==> src/lane_shuffle_xorshift_scrambler_macros.svh <==
// assertion macros used by the scrambler rtl
`ifndef LANE_SHUFFLE_XORSHIFT_SCRAMBLER_MACROS_SVH
`define LANE_SHUFFLE_XORSHIFT_SCRAMBLER_MACROS_SVH

// same-cycle implication, checked outside reset
`define LSX_ASSERT_NOW(label, clk, rst, ante, cons) \
   label: assert property (@(posedge clk) disable iff (rst) (ante) |-> (cons)) \
      else $error("lsx check failed: same-cycle implication");

// next-cycle implication, checked outside reset
`define LSX_ASSERT_NEXT(label, clk, rst, ante, cons) \
   label: assert property (@(posedge clk) disable iff (rst) (ante) |=> (cons)) \
      else $error("lsx check failed: next-cycle implication");

`endif

==> src/lsx_pkg.sv <==
// shared constants and the xorshift32 step for the lane shuffle scrambler
`timescale 1ns / 1ps
`default_nettype none

package lsx_pkg;

   localparam int LANE_COUNT_DEF = 16;
   localparam int WORD_W         = 32;

   localparam logic [WORD_W-1:0] SEED_RESET   = 32'h6D2B_79F5;
   localparam logic [WORD_W-1:0] SHUFFLE_SALT = 32'hC6EF_3720;
   localparam logic [WORD_W-1:0] STREAM_SALT  = 32'h9E37_79B9;

   localparam int XS_SHIFT_A = 13;
   localparam int XS_SHIFT_B = 17;
   localparam int XS_SHIFT_C = 5;

   // one xorshift32 step
   function automatic logic [WORD_W-1:0] xs32(input logic [WORD_W-1:0] s);
      logic [WORD_W-1:0] t;
      t = s ^ (s << XS_SHIFT_A);
      t = t ^ (t >> XS_SHIFT_B);
      t = t ^ (t << XS_SHIFT_C);
      return t;
   endfunction

endpackage

`default_nettype wire

==> src/lsx_mod_unit.sv <==
// iterative remainder unit, one dividend bit per cycle
`timescale 1ns / 1ps
`default_nettype none

module lsx_mod_unit #(
   parameter int DIV_W = 5
) (
   input  wire logic                         clock,
   input  wire logic                         reset,
   input  wire logic                         start,
   input  wire logic [lsx_pkg::WORD_W-1:0]   dividend,
   input  wire logic [DIV_W-1:0]             divisor,
   output logic                              done,
   output logic [DIV_W-1:0]                  remainder
);

   localparam int CNT_W = $clog2(lsx_pkg::WORD_W);

   logic                        busy_ff, busy_in;
   logic                        done_ff, done_in;
   logic [CNT_W-1:0]            cnt_ff, cnt_in;
   logic [lsx_pkg::WORD_W-1:0]  quo_ff, quo_in;
   logic [DIV_W-1:0]            rem_ff, rem_in;
   logic [DIV_W:0]              trial;
   logic [DIV_W:0]              trial_sub;

   // restoring step: shift in next dividend bit, subtract when it fits
   always_comb begin
      trial     = {rem_ff, quo_ff[lsx_pkg::WORD_W-1]};
      trial_sub = trial - {1'b0, divisor};
      busy_in   = busy_ff;
      done_in   = 1'b0;
      cnt_in    = cnt_ff;
      quo_in    = quo_ff;
      rem_in    = rem_ff;
      if (start) begin
         busy_in = 1'b1;
         cnt_in  = '0;
         quo_in  = dividend;
         rem_in  = '0;
      end else if (busy_ff) begin
         quo_in = quo_ff << 1;
         rem_in = (trial >= {1'b0, divisor}) ? trial_sub[DIV_W-1:0] : trial[DIV_W-1:0];
         cnt_in = cnt_ff + CNT_W'(1);
         if (cnt_ff == CNT_W'(lsx_pkg::WORD_W - 1)) begin
            busy_in = 1'b0;
            done_in = 1'b1;
         end
      end
   end

   // control registers
   always_ff @(posedge clock) begin
      if (reset) begin
         busy_ff <= 1'b0;
         done_ff <= 1'b0;
         cnt_ff  <= '0;
      end else begin
         busy_ff <= busy_in;
         done_ff <= done_in;
         cnt_ff  <= cnt_in;
      end
   end

   // datapath registers
   always_ff @(posedge clock) begin
      quo_ff <= quo_in;
      rem_ff <= rem_in;
   end

   assign done      = done_ff;
   assign remainder = rem_ff;

endmodule

`default_nettype wire

==> src/lane_shuffle_xorshift_scrambler.sv <==
// lane shuffle xorshift scrambler: sequencer, lane map and block buffer
//
//  port group | direction | handshake            | payload
//  req_       | in        | req_valid / req_stall | req_raw_byte, req_last
//  rsp_       | out       | rsp_valid / rsp_stall | rsp_out_byte, rsp_block_end, rsp_record_end
//  csr_       | in        | csr_wr_en             | csr_wr_data (seed)
//
// the first request of a record builds the lane map: an identity fill of LANE_COUNT entries,
// then LANE_COUNT-1 swaps, each waiting on the 32-step remainder unit for its index.
// every other request is only buffered; a block flush reads the map entries in order
// and emits one byte per entry inside the block, holding while rsp_stall is high.
// req_stall is high from acceptance until the last response of that request is taken.
// reset is synchronous and active high; the seed returns to its default value.
`timescale 1ns / 1ps
`default_nettype none
`include "lane_shuffle_xorshift_scrambler_macros.svh"

module lane_shuffle_xorshift_scrambler #(
   parameter int LANE_COUNT = lsx_pkg::LANE_COUNT_DEF
) (
   input  wire logic                        clock,
   input  wire logic                        reset,
   input  wire logic                        req_valid,
   output logic                             req_stall,
   input  wire logic [7:0]                  req_raw_byte,
   input  wire logic                        req_last,
   output logic                             rsp_valid,
   input  wire logic                        rsp_stall,
   output logic [7:0]                       rsp_out_byte,
   output logic                             rsp_block_end,
   output logic                             rsp_record_end,
   input  wire logic                        csr_wr_en,
   input  wire logic [lsx_pkg::WORD_W-1:0]  csr_wr_data
);

   localparam int LW = $clog2(LANE_COUNT);
   localparam int CW = LW + 1;

   localparam logic [3:0] S_IDLE     = 4'd0;
   localparam logic [3:0] S_INIT     = 4'd1;
   localparam logic [3:0] S_SHUF_XS  = 4'd2;
   localparam logic [3:0] S_SHUF_DIV = 4'd3;
   localparam logic [3:0] S_RD_J     = 4'd4;
   localparam logic [3:0] S_RD_I     = 4'd5;
   localparam logic [3:0] S_WR_I     = 4'd6;
   localparam logic [3:0] S_WR_J     = 4'd7;
   localparam logic [3:0] S_STORE    = 4'd8;
   localparam logic [3:0] S_EM_MAP   = 4'd9;
   localparam logic [3:0] S_EM_BUF   = 4'd10;
   localparam logic [3:0] S_EM_OUT   = 4'd11;

   logic [3:0]                 state_ff, state_in;
   logic [lsx_pkg::WORD_W-1:0] seed_ff;
   logic                       in_record_ff, in_record_in;
   logic [CW-1:0]              fill_ff, fill_in;
   logic [1:0]                 phase_ff, phase_in;
   logic [lsx_pkg::WORD_W-1:0] ks_ff, ks_in;
   logic [lsx_pkg::WORD_W-1:0] shuf_ff, shuf_in;
   logic [LW-1:0]              i_ff, i_in;
   logic [LW-1:0]              j_ff, j_in;
   logic [LW-1:0]              k_ff, k_in;
   logic [CW-1:0]              n_ff, n_in;
   logic [LW-1:0]              tj_ff, tj_in;
   logic [7:0]                 byte_ff, byte_in;
   logic                       last_ff, last_in;

   // lane map and block buffer storage
   logic [LW-1:0]              perm_mem     [LANE_COUNT];
   logic [7:0]                 block_mem    [LANE_COUNT];
   logic                       map_we, map_re;
   logic [LW-1:0]              map_wa, map_ra, map_wd;
   logic [LW-1:0]              map_q_ff;
   logic                       buf_we, buf_re;
   logic [LW-1:0]              buf_wa, buf_ra;
   logic [7:0]                 buf_q_ff;

   logic                       mod_start, mod_done;
   logic [lsx_pkg::WORD_W-1:0] shuf_next;
   logic [CW-1:0]              mod_divisor;
   logic [CW-1:0]              mod_rem;
   logic [CW-1:0]              fill_inc;
   logic                       emit_last;

   // remainder unit for the shuffle index
   lsx_mod_unit #(
      .DIV_W (CW)
   ) u_mod (
      .clock     (clock),
      .reset     (reset),
      .start     (mod_start),
      .dividend  (shuf_next),
      .divisor   (mod_divisor),
      .done      (mod_done),
      .remainder (mod_rem)
   );

   assign shuf_next   = lsx_pkg::xs32(shuf_ff);
   assign mod_divisor = {1'b0, i_ff} + CW'(1);
   assign fill_inc    = fill_ff + CW'(1);
   assign emit_last   = (n_ff + CW'(1)) == fill_ff;

   // seed register
   always_ff @(posedge clock) begin
      if (reset) begin
         seed_ff <= lsx_pkg::SEED_RESET;
      end else if (csr_wr_en) begin
         seed_ff <= csr_wr_data;
      end
   end

   // sequencer
   always_comb begin
      state_in     = state_ff;
      in_record_in = in_record_ff;
      fill_in      = fill_ff;
      phase_in     = phase_ff;
      ks_in        = ks_ff;
      shuf_in      = shuf_ff;
      i_in         = i_ff;
      j_in         = j_ff;
      k_in         = k_ff;
      n_in         = n_ff;
      tj_in        = tj_ff;
      byte_in      = byte_ff;
      last_in      = last_ff;
      map_we       = 1'b0;
      map_re       = 1'b0;
      map_wa       = i_ff;
      map_ra       = k_ff;
      map_wd       = tj_ff;
      buf_we       = 1'b0;
      buf_re       = 1'b0;
      buf_wa       = fill_ff[LW-1:0];
      buf_ra       = map_q_ff;
      mod_start    = 1'b0;
      unique case (state_ff)
         S_IDLE: begin
            if (req_valid) begin
               byte_in = req_raw_byte;
               last_in = req_last;
               if (!in_record_ff) begin
                  shuf_in      = seed_ff ^ lsx_pkg::SHUFFLE_SALT;
                  ks_in        = seed_ff ^ lsx_pkg::STREAM_SALT;
                  phase_in     = 2'd0;
                  fill_in      = '0;
                  in_record_in = 1'b1;
                  i_in         = '0;
                  state_in     = S_INIT;
               end else begin
                  state_in = S_STORE;
               end
            end
         end
         // identity fill, i_ff walks the entries
         S_INIT: begin
            map_we = 1'b1;
            map_wa = i_ff;
            map_wd = i_ff;
            if (i_ff == LW'(LANE_COUNT - 1)) begin
               state_in = S_SHUF_XS;
            end else begin
               i_in = i_ff + LW'(1);
            end
         end
         S_SHUF_XS: begin
            shuf_in   = shuf_next;
            mod_start = 1'b1;
            state_in  = S_SHUF_DIV;
         end
         S_SHUF_DIV: begin
            if (mod_done) begin
               j_in     = mod_rem[LW-1:0];
               state_in = S_RD_J;
            end
         end
         S_RD_J: begin
            map_re   = 1'b1;
            map_ra   = j_ff;
            state_in = S_RD_I;
         end
         S_RD_I: begin
            map_re   = 1'b1;
            map_ra   = i_ff;
            tj_in    = map_q_ff;
            state_in = S_WR_I;
         end
         S_WR_I: begin
            map_we   = 1'b1;
            map_wa   = i_ff;
            map_wd   = tj_ff;
            state_in = S_WR_J;
         end
         S_WR_J: begin
            map_we = 1'b1;
            map_wa = j_ff;
            map_wd = map_q_ff;
            i_in   = i_ff - LW'(1);
            if (i_ff == LW'(1)) begin
               state_in = S_STORE;
            end else begin
               state_in = S_SHUF_XS;
            end
         end
         // buffer the request byte, flush on a full block or record end
         S_STORE: begin
            buf_we  = 1'b1;
            buf_wa  = fill_ff[LW-1:0];
            fill_in = fill_inc;
            if (fill_inc == CW'(LANE_COUNT) || last_ff) begin
               k_in     = '0;
               n_in     = '0;
               state_in = S_EM_MAP;
            end else begin
               state_in = S_IDLE;
            end
         end
         S_EM_MAP: begin
            map_re   = 1'b1;
            map_ra   = k_ff;
            state_in = S_EM_BUF;
         end
         // skip lanes beyond the block size
         S_EM_BUF: begin
            if ({1'b0, map_q_ff} < fill_ff) begin
               buf_re = 1'b1;
               buf_ra = map_q_ff;
               if (phase_ff == 2'd0) begin
                  ks_in = lsx_pkg::xs32(ks_ff);
               end
               state_in = S_EM_OUT;
            end else begin
               k_in     = k_ff + LW'(1);
               state_in = S_EM_MAP;
            end
         end
         S_EM_OUT: begin
            if (!rsp_stall) begin
               phase_in = phase_ff + 2'd1;
               n_in     = n_ff + CW'(1);
               k_in     = k_ff + LW'(1);
               if (emit_last) begin
                  fill_in  = '0;
                  state_in = S_IDLE;
                  if (last_ff) begin
                     in_record_in = 1'b0;
                     phase_in     = 2'd0;
                  end
               end else begin
                  state_in = S_EM_MAP;
               end
            end
         end
         default: begin
            state_in = S_IDLE;
         end
      endcase
   end

   // control registers
   always_ff @(posedge clock) begin
      if (reset) begin
         state_ff     <= S_IDLE;
         in_record_ff <= 1'b0;
         fill_ff      <= '0;
         phase_ff     <= 2'd0;
         ks_ff        <= '0;
         shuf_ff      <= '0;
      end else begin
         state_ff     <= state_in;
         in_record_ff <= in_record_in;
         fill_ff      <= fill_in;
         phase_ff     <= phase_in;
         ks_ff        <= ks_in;
         shuf_ff      <= shuf_in;
      end
   end

   // working registers
   always_ff @(posedge clock) begin
      i_ff    <= i_in;
      j_ff    <= j_in;
      k_ff    <= k_in;
      n_ff    <= n_in;
      tj_ff   <= tj_in;
      byte_ff <= byte_in;
      last_ff <= last_in;
   end

   // lane map memory, registered read
   always_ff @(posedge clock) begin
      if (map_we) begin
         perm_mem[map_wa] <= map_wd;
      end
      if (map_re) begin
         map_q_ff <= perm_mem[map_ra];
      end
   end

   // block buffer memory, registered read
   always_ff @(posedge clock) begin
      if (buf_we) begin
         block_mem[buf_wa] <= byte_ff;
      end
      if (buf_re) begin
         buf_q_ff <= block_mem[buf_ra];
      end
   end

   // response outputs
   assign req_stall      = (state_ff != S_IDLE);
   assign rsp_valid      = (state_ff == S_EM_OUT);
   assign rsp_out_byte   = buf_q_ff ^ ks_ff[{phase_ff, 3'b000} +: 8];
   assign rsp_block_end  = emit_last;
   assign rsp_record_end = emit_last & last_ff;

   // checks
   `LSX_ASSERT_NOW(a_no_accept_while_emitting, clock, reset, rsp_valid, req_stall)
   `LSX_ASSERT_NOW(a_fill_in_range, clock, reset, 1'b1, fill_ff <= CW'(LANE_COUNT))
   `LSX_ASSERT_NEXT(a_record_closes, clock, reset, rsp_valid && !rsp_stall && rsp_record_end, !in_record_ff && !req_stall)
   `LSX_ASSERT_NEXT(a_record_opens, clock, reset, req_valid && !req_stall, in_record_ff)

endmodule

`default_nettype wire
==> config.mk <==
export PLATFORM = sky130hd
export DESIGN_NAME = lane_shuffle_xorshift_scrambler
export DESIGN_NICKNAME = d
export VERILOG_FILES = /design/src/lsx_pkg.sv /design/src/lsx_mod_unit.sv /design/src/lane_shuffle_xorshift_scrambler.sv
export VERILOG_INCLUDE_DIRS = /design/src /design/src/src
export SDC_FILE = /design/constraint.sdc
export NUM_CORES = 1
export LEC_CHECK = 0
export BUFFER_PORTS_ARGS = -buffer_cell sky130_fd_sc_hd__buf_2
export CAP_MARGIN = 40
export CORE_AREA = 5 5 232 234
export DETAILED_ROUTE_END_ITERATION = 10
export DIE_AREA = 0 0 237 239
export PLACE_DENSITY = 0.59
export SLEW_MARGIN = 20
export SYNTH_ARGS = -nofsm -noshare
export SYNTH_HDL_FRONTEND = slang
export SYNTH_SLANG_ARGS = --single-unit
==> constraint.sdc <==
create_clock -name clock -period 2.4 [get_ports clock]
set_input_delay 0.72 -clock clock [delete_from_list [all_inputs] [get_ports clock]]
set_output_delay 0.72 -clock clock [all_outputs]
set_load 0.02 [all_outputs]
==> results of run 1 <==
==> flip-flops by register name (all words and copies together), names as in the netlist, 2 cells and up <==
register,cells
tj_ff,4
u_mod.quo_ff,32
block_mem,128
k_ff,4
perm_mem,64
u_mod.remainder,5
ks_ff,32
u_mod.cnt_ff,5
n_ff,5
seed_ff,32
shuf_ff,32
map_q_ff,4
phase_ff,2
j_ff,4
buf_q_ff,8
byte_ff,8
state_ff,4
i_ff,4
fill_ff,5
==> power by group <==
part	switching [mW]	leakage [nW]	internal, mW
Clock	2.68	0.685	3.81
Sequential	0.893	3.41	8.58
Combinational	5.04	3.57	3.94
Total	8.61	7.66	16.3
==> metal layers <==
metal / routed length [um] / vias to the layer above / global-route usage
met5: 0 / - / 0
met4: 1190 / 0 / 0.0506
met3: 2450 / 72 / 0.0247
met2: 21500 / 335 / 0.254
met1: 20200 / 6022 / 0.218
li1: - / 5643 / -
==> logic make-up after synthesis <==
group           after synthesis
xor+xnor                    154
simple gates                418
mux                         103
flops                       386
buf+inv                     127
fa+ha+maj                    21
compound gates              260
==> synth_stat cells, types with 5 or more instances <==
cell type | number | area share
a211oi_1 | 24 | 0.010
a21o_1 | 11 | 0.0047
a21oi_1 | 83 | 0.023
a221oi_1 | 7 | 0.0035
a22oi_1 | 18 | 0.0076
a31oi_1 | 9 | 0.0032
a32oi_1 | 6 | 0.0030
and2_1 | 6 | 0.0021
and3_1 | 6 | 0.0021
buf_1 | 13 | 0.0028
buf_2 | 13 | 0.0037
clkbuf_1 | 66 | 0.014
dfxtp_1 | 120 | 0.14
edfxtp_1 | 266 | 0.45
ha_1 | 20 | 0.014
inv_1 | 32 | 0.0068
mux2_2 | 6 | 0.0038
mux2i_1 | 47 | 0.027
mux4_2 | 50 | 0.064
nand2_1 | 174 | 0.037
nand2b_1 | 5 | 0.0018
nand3_1 | 15 | 0.0042
nor2_1 | 140 | 0.030
nor3_1 | 44 | 0.012
nor4_1 | 6 | 0.0021
o211a_1 | 7 | 0.0040
o211ai_1 | 34 | 0.014
o21a_1 | 7 | 0.0030
o21ai_0 | 20 | 0.0056
o31ai_1 | 8 | 0.0034
xnor2_1 | 98 | 0.048
xor2_1 | 56 | 0.028
==> path summary, 6_finish.rpt <==
check / endpoint
max reg2reg: u_mod.remainder[2]
max: rsp_record_end
min: byte_ff[4]
min reg2reg: shuf_ff[27]
==> layout make-up <==
cell class | count | area (um2)
diodes | 1 | 2.50
repair buffers | 177 | 1460
clock inverters | 24 | 225
well taps | 688 | 861
flip-flops and latches | 386 | 10400
multi-input cells | 956 | 7100
inverters | 35 | 134
clock buffers | 53 | 1170
fillers | 4797 | 30500
==> per-stage QoR <==
step	util	TNS [ns]
finish	0.412	-2.79
global route	0.412	-3.69
CTS	0.408	-3.43
detailed placement	0.377	-0.0444
global placement	0.377	0
floorplan	-	-0.0346
==> repair_timing <==
item | CTS | global route
resized for setup | 45 | 29
buffers inserted | 10 | 7
setup endpoints to repair | 13 | 53
pin swaps | 9 | 17
==> flow_summary.yaml, run 1 <==
setup_path:
  cp_max_fo: 2
  cp.arrival_ns: 2.15
  critPathMaxStageDelay_ns: 0.44
  cp.required_ns: 1.68
  crit_family: "simple AND/OR/NAND/NOR gates"
  reg2reg_depth: 11
  worst-path-stages: 7
  critPathLaunchType: "flop"
  r2r_start: "i_ff[1]"
  worst-path-buf-inv: 2
  cp_slowest_cell: "edfxtp_1"
  startpoint: "n_ff[1]"
  cp_common_cell: "nand2_2"
  path_cells: "ha_4 > xnor2_2 > nand2_2 > nor4_4 > nand2_2 > inv_2 > buf_6"
  critical_path.endpoint_type: "primary output"
  rrSetupSlack_ns: 0.06
  crit_type: "reg -> out"
global_routing:
  grt_overflow: 0
  grt_first_pass_wirelength_mm: 70.1
  grt_usage: 0.157
  grt_antenna_before_repair: 1
  grt_max_degree: 81
  grt_pass1_vias: 11797
layout:
  drive_above_1_share: 0.214
  final_cell_mix: "edfxtp_1, nand2_1, nor2_1"
  nNetsFinal: 1666
  final_common_cell: "edfxtp_1"
  area_delta_synth_final_pct: 20.5
  design_area_mm2: 0.0214
  fin_cells: 2320
timing:
  hold-worst-slack_ns: 0.337
  slew_headroom: 0.559
  setup_viol: 10
  rsz0062_at_grt: "yes"
  period_needed_ns: 2.87
  tightest_slew_ns: 0.656
  fmax_mhz: 348
  drv_slew: 0
  hold_violations: 0
  skew_ns: 0.0256
  setup_ws_ns: -0.475
  period_share: 1.20
outcome:
  status: "complete, but fails checks"
  violations: "setup timing"
die:
  rows: 84
  dieArea_mm2: 0.0566
  initial_core_util: 0.342
  io_pins: 58
  die_height_um: 239
  chipWidth_um: 237
  core_area_mm2: 0.0518
pwr:
  irDropWorstVdd_mv: 0.531
  powerDensity_mw_per_mm2: 1170
  leakage_nw: 7.66
  power.total_mw: 24.9
synth:
  yosys.area_share.xor_xnor: 0.0761
  synth_top_family_by_area: "simple AND/OR/NAND/NOR gates"
  syn_avg_cell_area_um2: 12.1
  synth_edf_count: 266
  synth_compound_area_frac: 0.0983
  synth_warnings: 0
  synthArstFlopShare: 0
  synth-seq-cells: 386
  syn_nets: 1536
  synthMuxAreaShare: 0.0939
  synth-simple-area-share: 0.102
  ys_seq_area_frac: 0.586
  syn-instance-count: 1469
  synthAdderAreaFrac: 0.0152
  synth_ff_type: "edfxtp_1"
  syn-cell-area_mm2: 0.0177
  synth_cell_types: 65
route:
  firstDrtPassIters: 5
  ant_nets: 0
  routed_via_density: 5.20
  drc: 0
  post_drt_wl_per_cell_um: 19.6
  dr_total_vias: 12072
  drt_iter0_markers: 967
  totalWireLength_mm: 45.4
worst_hold_path:
  whs_path_depth: 1
  hold_path.class: "in -> reg"
  hp-start: "req_raw_byte[4]"
placement:
  placed_cell_area_mm2: 0.0195
  dp_hpwl_mm: 31.4
  numPortBuffers: 57
  gp_congestion: 0.868
  place_ws_ns: -0.0417
  dp_cells: 2225
clock_network:
  clock_path_buffers: 3
  numCtsBuffers: 43
  clk_pin_slew_worst_paths_ns: 0.06
  clockRootBuffer: "clkbuf_16"
  htreeDepth: 2
  cts_tree: "built"
  cts.sinks: 386
  hold_buffers: 0
  worst_skew_pair.late_latency_ns: 0.58
flow_run:
  cap_violations: 0
No activity file was read; power rests on OpenSTA's default activity.
==> run 2: changes to the inputs <==
--- a/config.mk
+++ b/config.mk
@@ -6,11 +6,12 @@
 export SDC_FILE = /design/constraint.sdc
 export NUM_CORES = 1
 export LEC_CHECK = 0
+export ABC_AREA = 1
 export BUFFER_PORTS_ARGS = -buffer_cell sky130_fd_sc_hd__buf_2
 export CAP_MARGIN = 40
-export CORE_AREA = 5 5 232 234
+export CORE_AREA = 5 5 231 233
 export DETAILED_ROUTE_END_ITERATION = 10
-export DIE_AREA = 0 0 237 239
+export DIE_AREA = 0 0 236 238
 export PLACE_DENSITY = 0.59
 export SLEW_MARGIN = 20
 export SYNTH_ARGS = -nofsm -noshare
==> run 2 against run 1 <==
Effect of this change:
- critical path depth up 3
- global-route usage increased by 0.29 points
- largest power group unchanged
- synthesized cell count is 24% higher
- die area down 0.84%
- maximum frequency about the same
- largest cell class unchanged
- the run still ends with setup timing left
- core utilization down 0.35 points
- non-clock buffer count down 19
- sequential share of layout area grew 1.2 points
==> flow_summary.yaml, run 2 <==
outcome:
  status: "complete, but fails checks"
  violations: "setup timing"
placement:
  placed_cell_area_mm2: 0.0190
  numPortBuffers: 57
  gp_congestion: 0.883
  dp_hpwl_mm: 31.8
  place_ws_ns: 0.125
  dp_cells: 2548
setup_path:
  critical_path.endpoint_type: "primary output"
  rrSetupSlack_ns: -0.44
  critPathLaunchType: "flop"
  cp.arrival_ns: 2.16
  cp.required_ns: 1.68
  r2r_start: "n_ff[1]"
  cp_max_fo: 3
  worstReg2RegEnd: "state_ff[0]"
  crit_type: "reg -> out"
  reg2reg_depth: 21
synth:
  synth-seq-cells: 386
  synth_ff_type: "edfxtp_1"
  synth_edf_count: 266
  synth.most_common_cell: "nand2_1"
  synth_common_cells: "nand2_1, edfxtp_1, nor2_1"
  syn_avg_cell_area_um2: 9.66
  synth_top_cell_area_share: 0.454
  syn-cell-area_mm2: 0.0176
  ys_seq_area_frac: 0.591
  syn_nets: 1888
  synth_warnings: 0
  synth_top_area_cell: "edfxtp_1"
  synthArstFlopShare: 0
  syn-instance-count: 1821
  synth.area.top_cells: "edfxtp_1, dfxtp_1, nand2_1"
  synth_cell_types: 40
timing:
  drv_slew: 0
  tightest_slew_ns: 0.672
  setup_viol: 17
  period_needed_ns: 2.88
  skew_ns: 0.0294
  slew_headroom: 0.550
  hold_violations: 0
  hold-worst-slack_ns: 0.359
  period_share: 1.20
  rsz0062_at_grt: "yes"
  fmax_mhz: 348
  setup_tns_ns: -4.45
  setup_ws_ns: -0.476
worst_hold_path:
  min_to: "byte_ff[6]"
  whs_path_depth: 1
  hold_path.class: "in -> reg"
  hp-start: "req_raw_byte[6]"
route:
  firstDrtPassIters: 6
  totalWireLength_mm: 46.9
  drt_iter0_markers: 1197
  ant_nets: 0
  drc: 0
  dr_total_vias: 13611
  post_drt_wl_per_cell_um: 17.8
  routed_via_density: 5.15
clock_network:
  worst_skew_pair.late_latency_ns: 0.55
  cts_tree: "built"
  clk_pin_slew_worst_paths_ns: 0.06
  numCtsBuffers: 41
  htreeDepth: 2
  clockRootBuffer: "clkbuf_16"
  cts.sinks: 386
  clock_path_buffers: 3
  hold_buffers: 0
layout:
  final_common_cell: "nand2_1"
  regArea_mm2: 0.0104
  area_delta_synth_final_pct: 18.5
  regMostFlops: "block_mem"
  reg.largest.list: "block_mem x128, perm_mem x64"
  final_cell_mix: "nand2_1, edfxtp_1, nor2_1"
  largest_reg_flops: 128
  fin_cells: 2642
  nNetsFinal: 2000
  diodes: 0
  design_area_mm2: 0.0208
  drive_above_1_share: 0.150
  multi_input_area_mm2: 0.00663
  fillers: 4863
die:
  die_height_um: 238
  initial_core_util: 0.345
  dieArea_mm2: 0.0562
  chipWidth_um: 236
  io_pins: 58
  rows: 83
  core_area_mm2: 0.0510
global_routing:
  grt_pass1_vias: 12994
  grt_max_degree: 67
  grt_first_pass_wirelength_mm: 72.9
  grt_overflow: 0
  grt_usage: 0.160
  grt_antenna_before_repair: 0
pwr:
  leakage_nw: 7.91
  powerDensity_mw_per_mm2: 1090
  irDropWorstVdd_mv: 0.763
flow_run:
  cap_violations: 0
## run 2: per-layer routing
layer | global-route usage | up-vias | wire length (um)
met5 | 0 | - | 0
met4 | 0.0477 | 0 | 1280
met3 | 0.0251 | 90 | 2930
met2 | 0.252 | 433 | 21200
met1 | 0.229 | 6548 | 21500
li1 | - | 6540 | -
## run 2: cells by family (layout without fill, tap and decap cells)
group                      after synthesis  after routing  share of synthesized area
xor gates and xnor gates               100            100                     0.0498
AOI/OAI and AO/OA                      451            451                      0.148
DFF                                    386            386                      0.591
and+or+nand+nor                        640            640                      0.147
adders and majority gates               21             21                     0.0154
buffers and inverters                  223            364                     0.0499
## run 2: what timing repair did
item	CTS	global route
setup buffers	14	8
resized for setup	77	45
pin swaps	17	21
gates cloned	1	0
endpoints found under the setup margin	11	24
## run 2: worst max path at each step
stage,start,endpoint,slack (ns)
final,n_ff[1],rsp_record_end,-0.48
after global routing,n_ff[1],rsp_record_end,-0.57
after CTS,n_ff[1],rsp_record_end,-0.43
after detailed placement,n_ff[1],rsp_record_end,0.13
after global placement,n_ff[1],rsp_record_end,0.12
after floorplan,n_ff[0],rsp_record_end,0.13
## run 2: power breakdown
part / internal (mW) / total [mW] / switching, mW
Combinational: 2.78 / 7.59 / 4.81
Sequential: 8.48 / 9.40 / 0.923
Clock: 3.28 / 5.81 / 2.53
## run 2: through the flow
| stage | util | total power, mW |
|---|---|---|
| finish | 0.409 | 22.8 |
| global route | 0.409 | 24.2 |
| CTS | 0.404 | 22.7 |
| detailed placement | 0.374 | 16.7 |
| global placement | 0.374 | 16.6 |
| floorplan | - | 14.5 |
## run 2: cell type report
class	instances	share of cell area
multi-input cells	1212	0.318
inverters	134	0.0249
clock buffers	57	0.0541
well taps	680	0.0408
repair buffers	158	0.0597
clock inverters	15	0.00384
flip-flops and latches	386	0.499
## run 2: critical path, cell delays in order, from the launching register on
cell      delay [ns]
edfxtp_1        0.44
ha_4            0.30
inv_2           0.03
nand2_1         0.04
nand2_1         0.05
nor2_1          0.10
nand3_1         0.12
nor2_2          0.15
nand3_2         0.12
nor2_4          0.15
buf_6           0.13
==> run 3: changes to the inputs <==
--- a/config.mk
+++ b/config.mk
@@ -10,9 +10,11 @@
 export BUFFER_PORTS_ARGS = -buffer_cell sky130_fd_sc_hd__buf_2
 export CAP_MARGIN = 40
 export CORE_AREA = 5 5 231 233
+export CTS_BUF_LIST = sky130_fd_sc_hd__clkbuf_4 sky130_fd_sc_hd__clkbuf_8
 export DETAILED_ROUTE_END_ITERATION = 10
 export DIE_AREA = 0 0 236 238
 export PLACE_DENSITY = 0.59
+export RECOVER_POWER = 50
 export SLEW_MARGIN = 20
 export SYNTH_ARGS = -nofsm -noshare
 export SYNTH_HDL_FRONTEND = slang
==> run 3 against run 2 <==
Effect of this change:
- the run still ends with setup timing left
- wire length is 1.0% higher
- power is 1.6% higher
- cell count grew 1.8%
==> flow_summary.yaml, run 3 (synthesis results as in run 2) <==
timing:
  hold-worst-slack_ns: 0.253
  slew_headroom: 0.0713
  tightest_slew_ns: 1.39
  fmax_mhz: 342
  period_needed_ns: 2.93
  setup_ws_ns: -0.527
  period_share: 1.22
  setup_viol: 25
  drv_slew: 0
  rsz0062_at_grt: "yes"
  hold_violations: 0
  skew_ns: 0.0393
layout:
  drive_above_1_share: 0.158
  design_area_mm2: 0.0209
  regMostFlops: "block_mem"
  area_delta_synth_final_pct: 18.8
  reg.largest.list: "block_mem x128, perm_mem x64"
  fin_cells: 2690
  final_common_cell: "nand2_1"
  nNetsFinal: 2026
  final_cell_mix: "nand2_1, edfxtp_1, nor2_1"
  largest_reg_flops: 128
  final_util: 0.410
setup_path:
  crit_type: "reg -> out"
  critPathMaxStageDelay_ns: 0.43
  cp_max_fo: 3
  path_cells: "ha_4 > inv_2 > nand2_1 > nand2_1 > nor2_1 > nand3_1 > nor2_2 > nand3_2 > nor2_4 > buf_6"
  crit_family: "simple AND/OR/NAND/NOR gates"
  rrSetupSlack_ns: -0.46
  cp_common_cell: "nand2_1"
  worstReg2RegEnd: "state_ff[0]"
  r2r_start: "n_ff[1]"
  cp.required_ns: 1.68
  reg2reg_depth: 21
  worst-path-buf-inv: 2
  critPathLaunchType: "flop"
  cp.arrival_ns: 2.21
  critical_path.endpoint_type: "primary output"
  cp_slowest_cell: "edfxtp_1"
pwr:
  leakage_nw: 7.92
  irDropWorstVdd_mv: 0.695
  powerDensity_mw_per_mm2: 1110
  power.total_mw: 23.2
clock_network:
  clock_path_buffers: 3
  worst_skew_pair.late_latency_ns: 0.64
  cts.sinks: 386
  numCtsBuffers: 66
  cts_tree: "built"
  clockRootBuffer: "clkbuf_8"
  htreeDepth: 3
  clk_pin_slew_worst_paths_ns: 0.06
  hold_buffers: 0
route:
  drt_iter0_markers: 1115
  dr_total_vias: 13728
  drc: 0
  post_drt_wl_per_cell_um: 17.6
  ant_nets: 0
  totalWireLength_mm: 47.4
  firstDrtPassIters: 5
  routed_via_density: 5.10
global_routing:
  grt_usage: 0.164
  use_met1: 0.228
  grt_first_pass_wirelength_mm: 73.9
  gr-usage-met2: 0.253
  busiest_layer: "met2"
  grt_antenna_before_repair: 1
  grt_max_degree: 67
  globalRouteMet3Util: 0.0343
  grt_pass1_vias: 13264
  grt_overflow: 0
outcome:
  status: "complete, but fails checks"
  violations: "setup timing"
die:
  dieArea_mm2: 0.0562
  core_area_mm2: 0.0510
  rows: 83
  io_pins: 58
  die_height_um: 238
  initial_core_util: 0.345
  chipWidth_um: 236
worst_hold_path:
  hold_path.class: "in -> reg"
  whs_path_depth: 1
  hp-start: "req_raw_byte[2]"
  min_to: "byte_ff[2]"
placement:
  numPortBuffers: 57
  dp_hpwl_mm: 31.8
  placed_cell_area_mm2: 0.0190
  dp_cells: 2548
  gp_congestion: 0.883
flow_run:
  cap_violations: 0
[run 3: power by group]
part	switching (mW)	internal [mW]
registers	0.926	8.48
clock network	2.77	3.39
logic	4.81	2.77
[run 3: how the worst max path moves through the flow]
stage,start,to,slack [ns],depth (start not counted)
2_1_floorplan,n_ff[0],rsp_record_end,0.13,9
3_3_place_gp,n_ff[1],rsp_record_end,0.12,10
3_5_place_dp,n_ff[1],rsp_record_end,0.13,10
4_1_cts,n_ff[1],rsp_record_end,-0.53,10
5_1_grt,n_ff[1],rsp_record_end,-0.61,10
6_report,n_ff[1],rsp_record_end,-0.53,10
[run 3: worst reg2reg max path: cells and delay by family (launching register included)]
family / cells / cell delay, ns
AOI/OAI and AO/OA: 1 / 0.05
buffers and inverters: 10 / 1.15
DFF: 1 / 0.43
and+or+nand+nor: 9 / 0.81
adders and majority gates: 1 / 0.30
[run 3: per-layer routing]
metal | share of wire | vias up
met2 | 0.45 | 449
li1 | - | 6619
met1 | 0.45 | 6576
met5 | 0 | -
met4 | 0.026 | 0
met3 | 0.069 | 84
[run 3: stage by stage]
step / TNS, ns / worst slack (ns)
after floorplan: 0 / 0.125
after global placement: 0 / 0.123
after detailed placement: 0 / 0.125
after CTS: -4.30 / -0.527
after global routing: -11.44 / -0.609
final: -6.16 / -0.527
[run 3: what timing repair did]
action / CTS / global route
endpoints found under the hold margin: 0 / 0
pin swaps: 18 / 18
buffers inserted: 16 / 9
endpoints found under the setup margin: 12 / 35
gates cloned: 1 / 0
resized for setup: 83 / 52
[run 3: layout make-up]
cell class,instances,area [um2]
Inverter,134,517
Fill cell,4936,30100
Antenna cell,1,2.50
Clock inverter,31,285
Timing Repair Buffer,159,1160
Tap cell,680,851
Sequential cell,386,10400
Clock buffer,87,1070
Multi-Input combinational cell,1212,6620
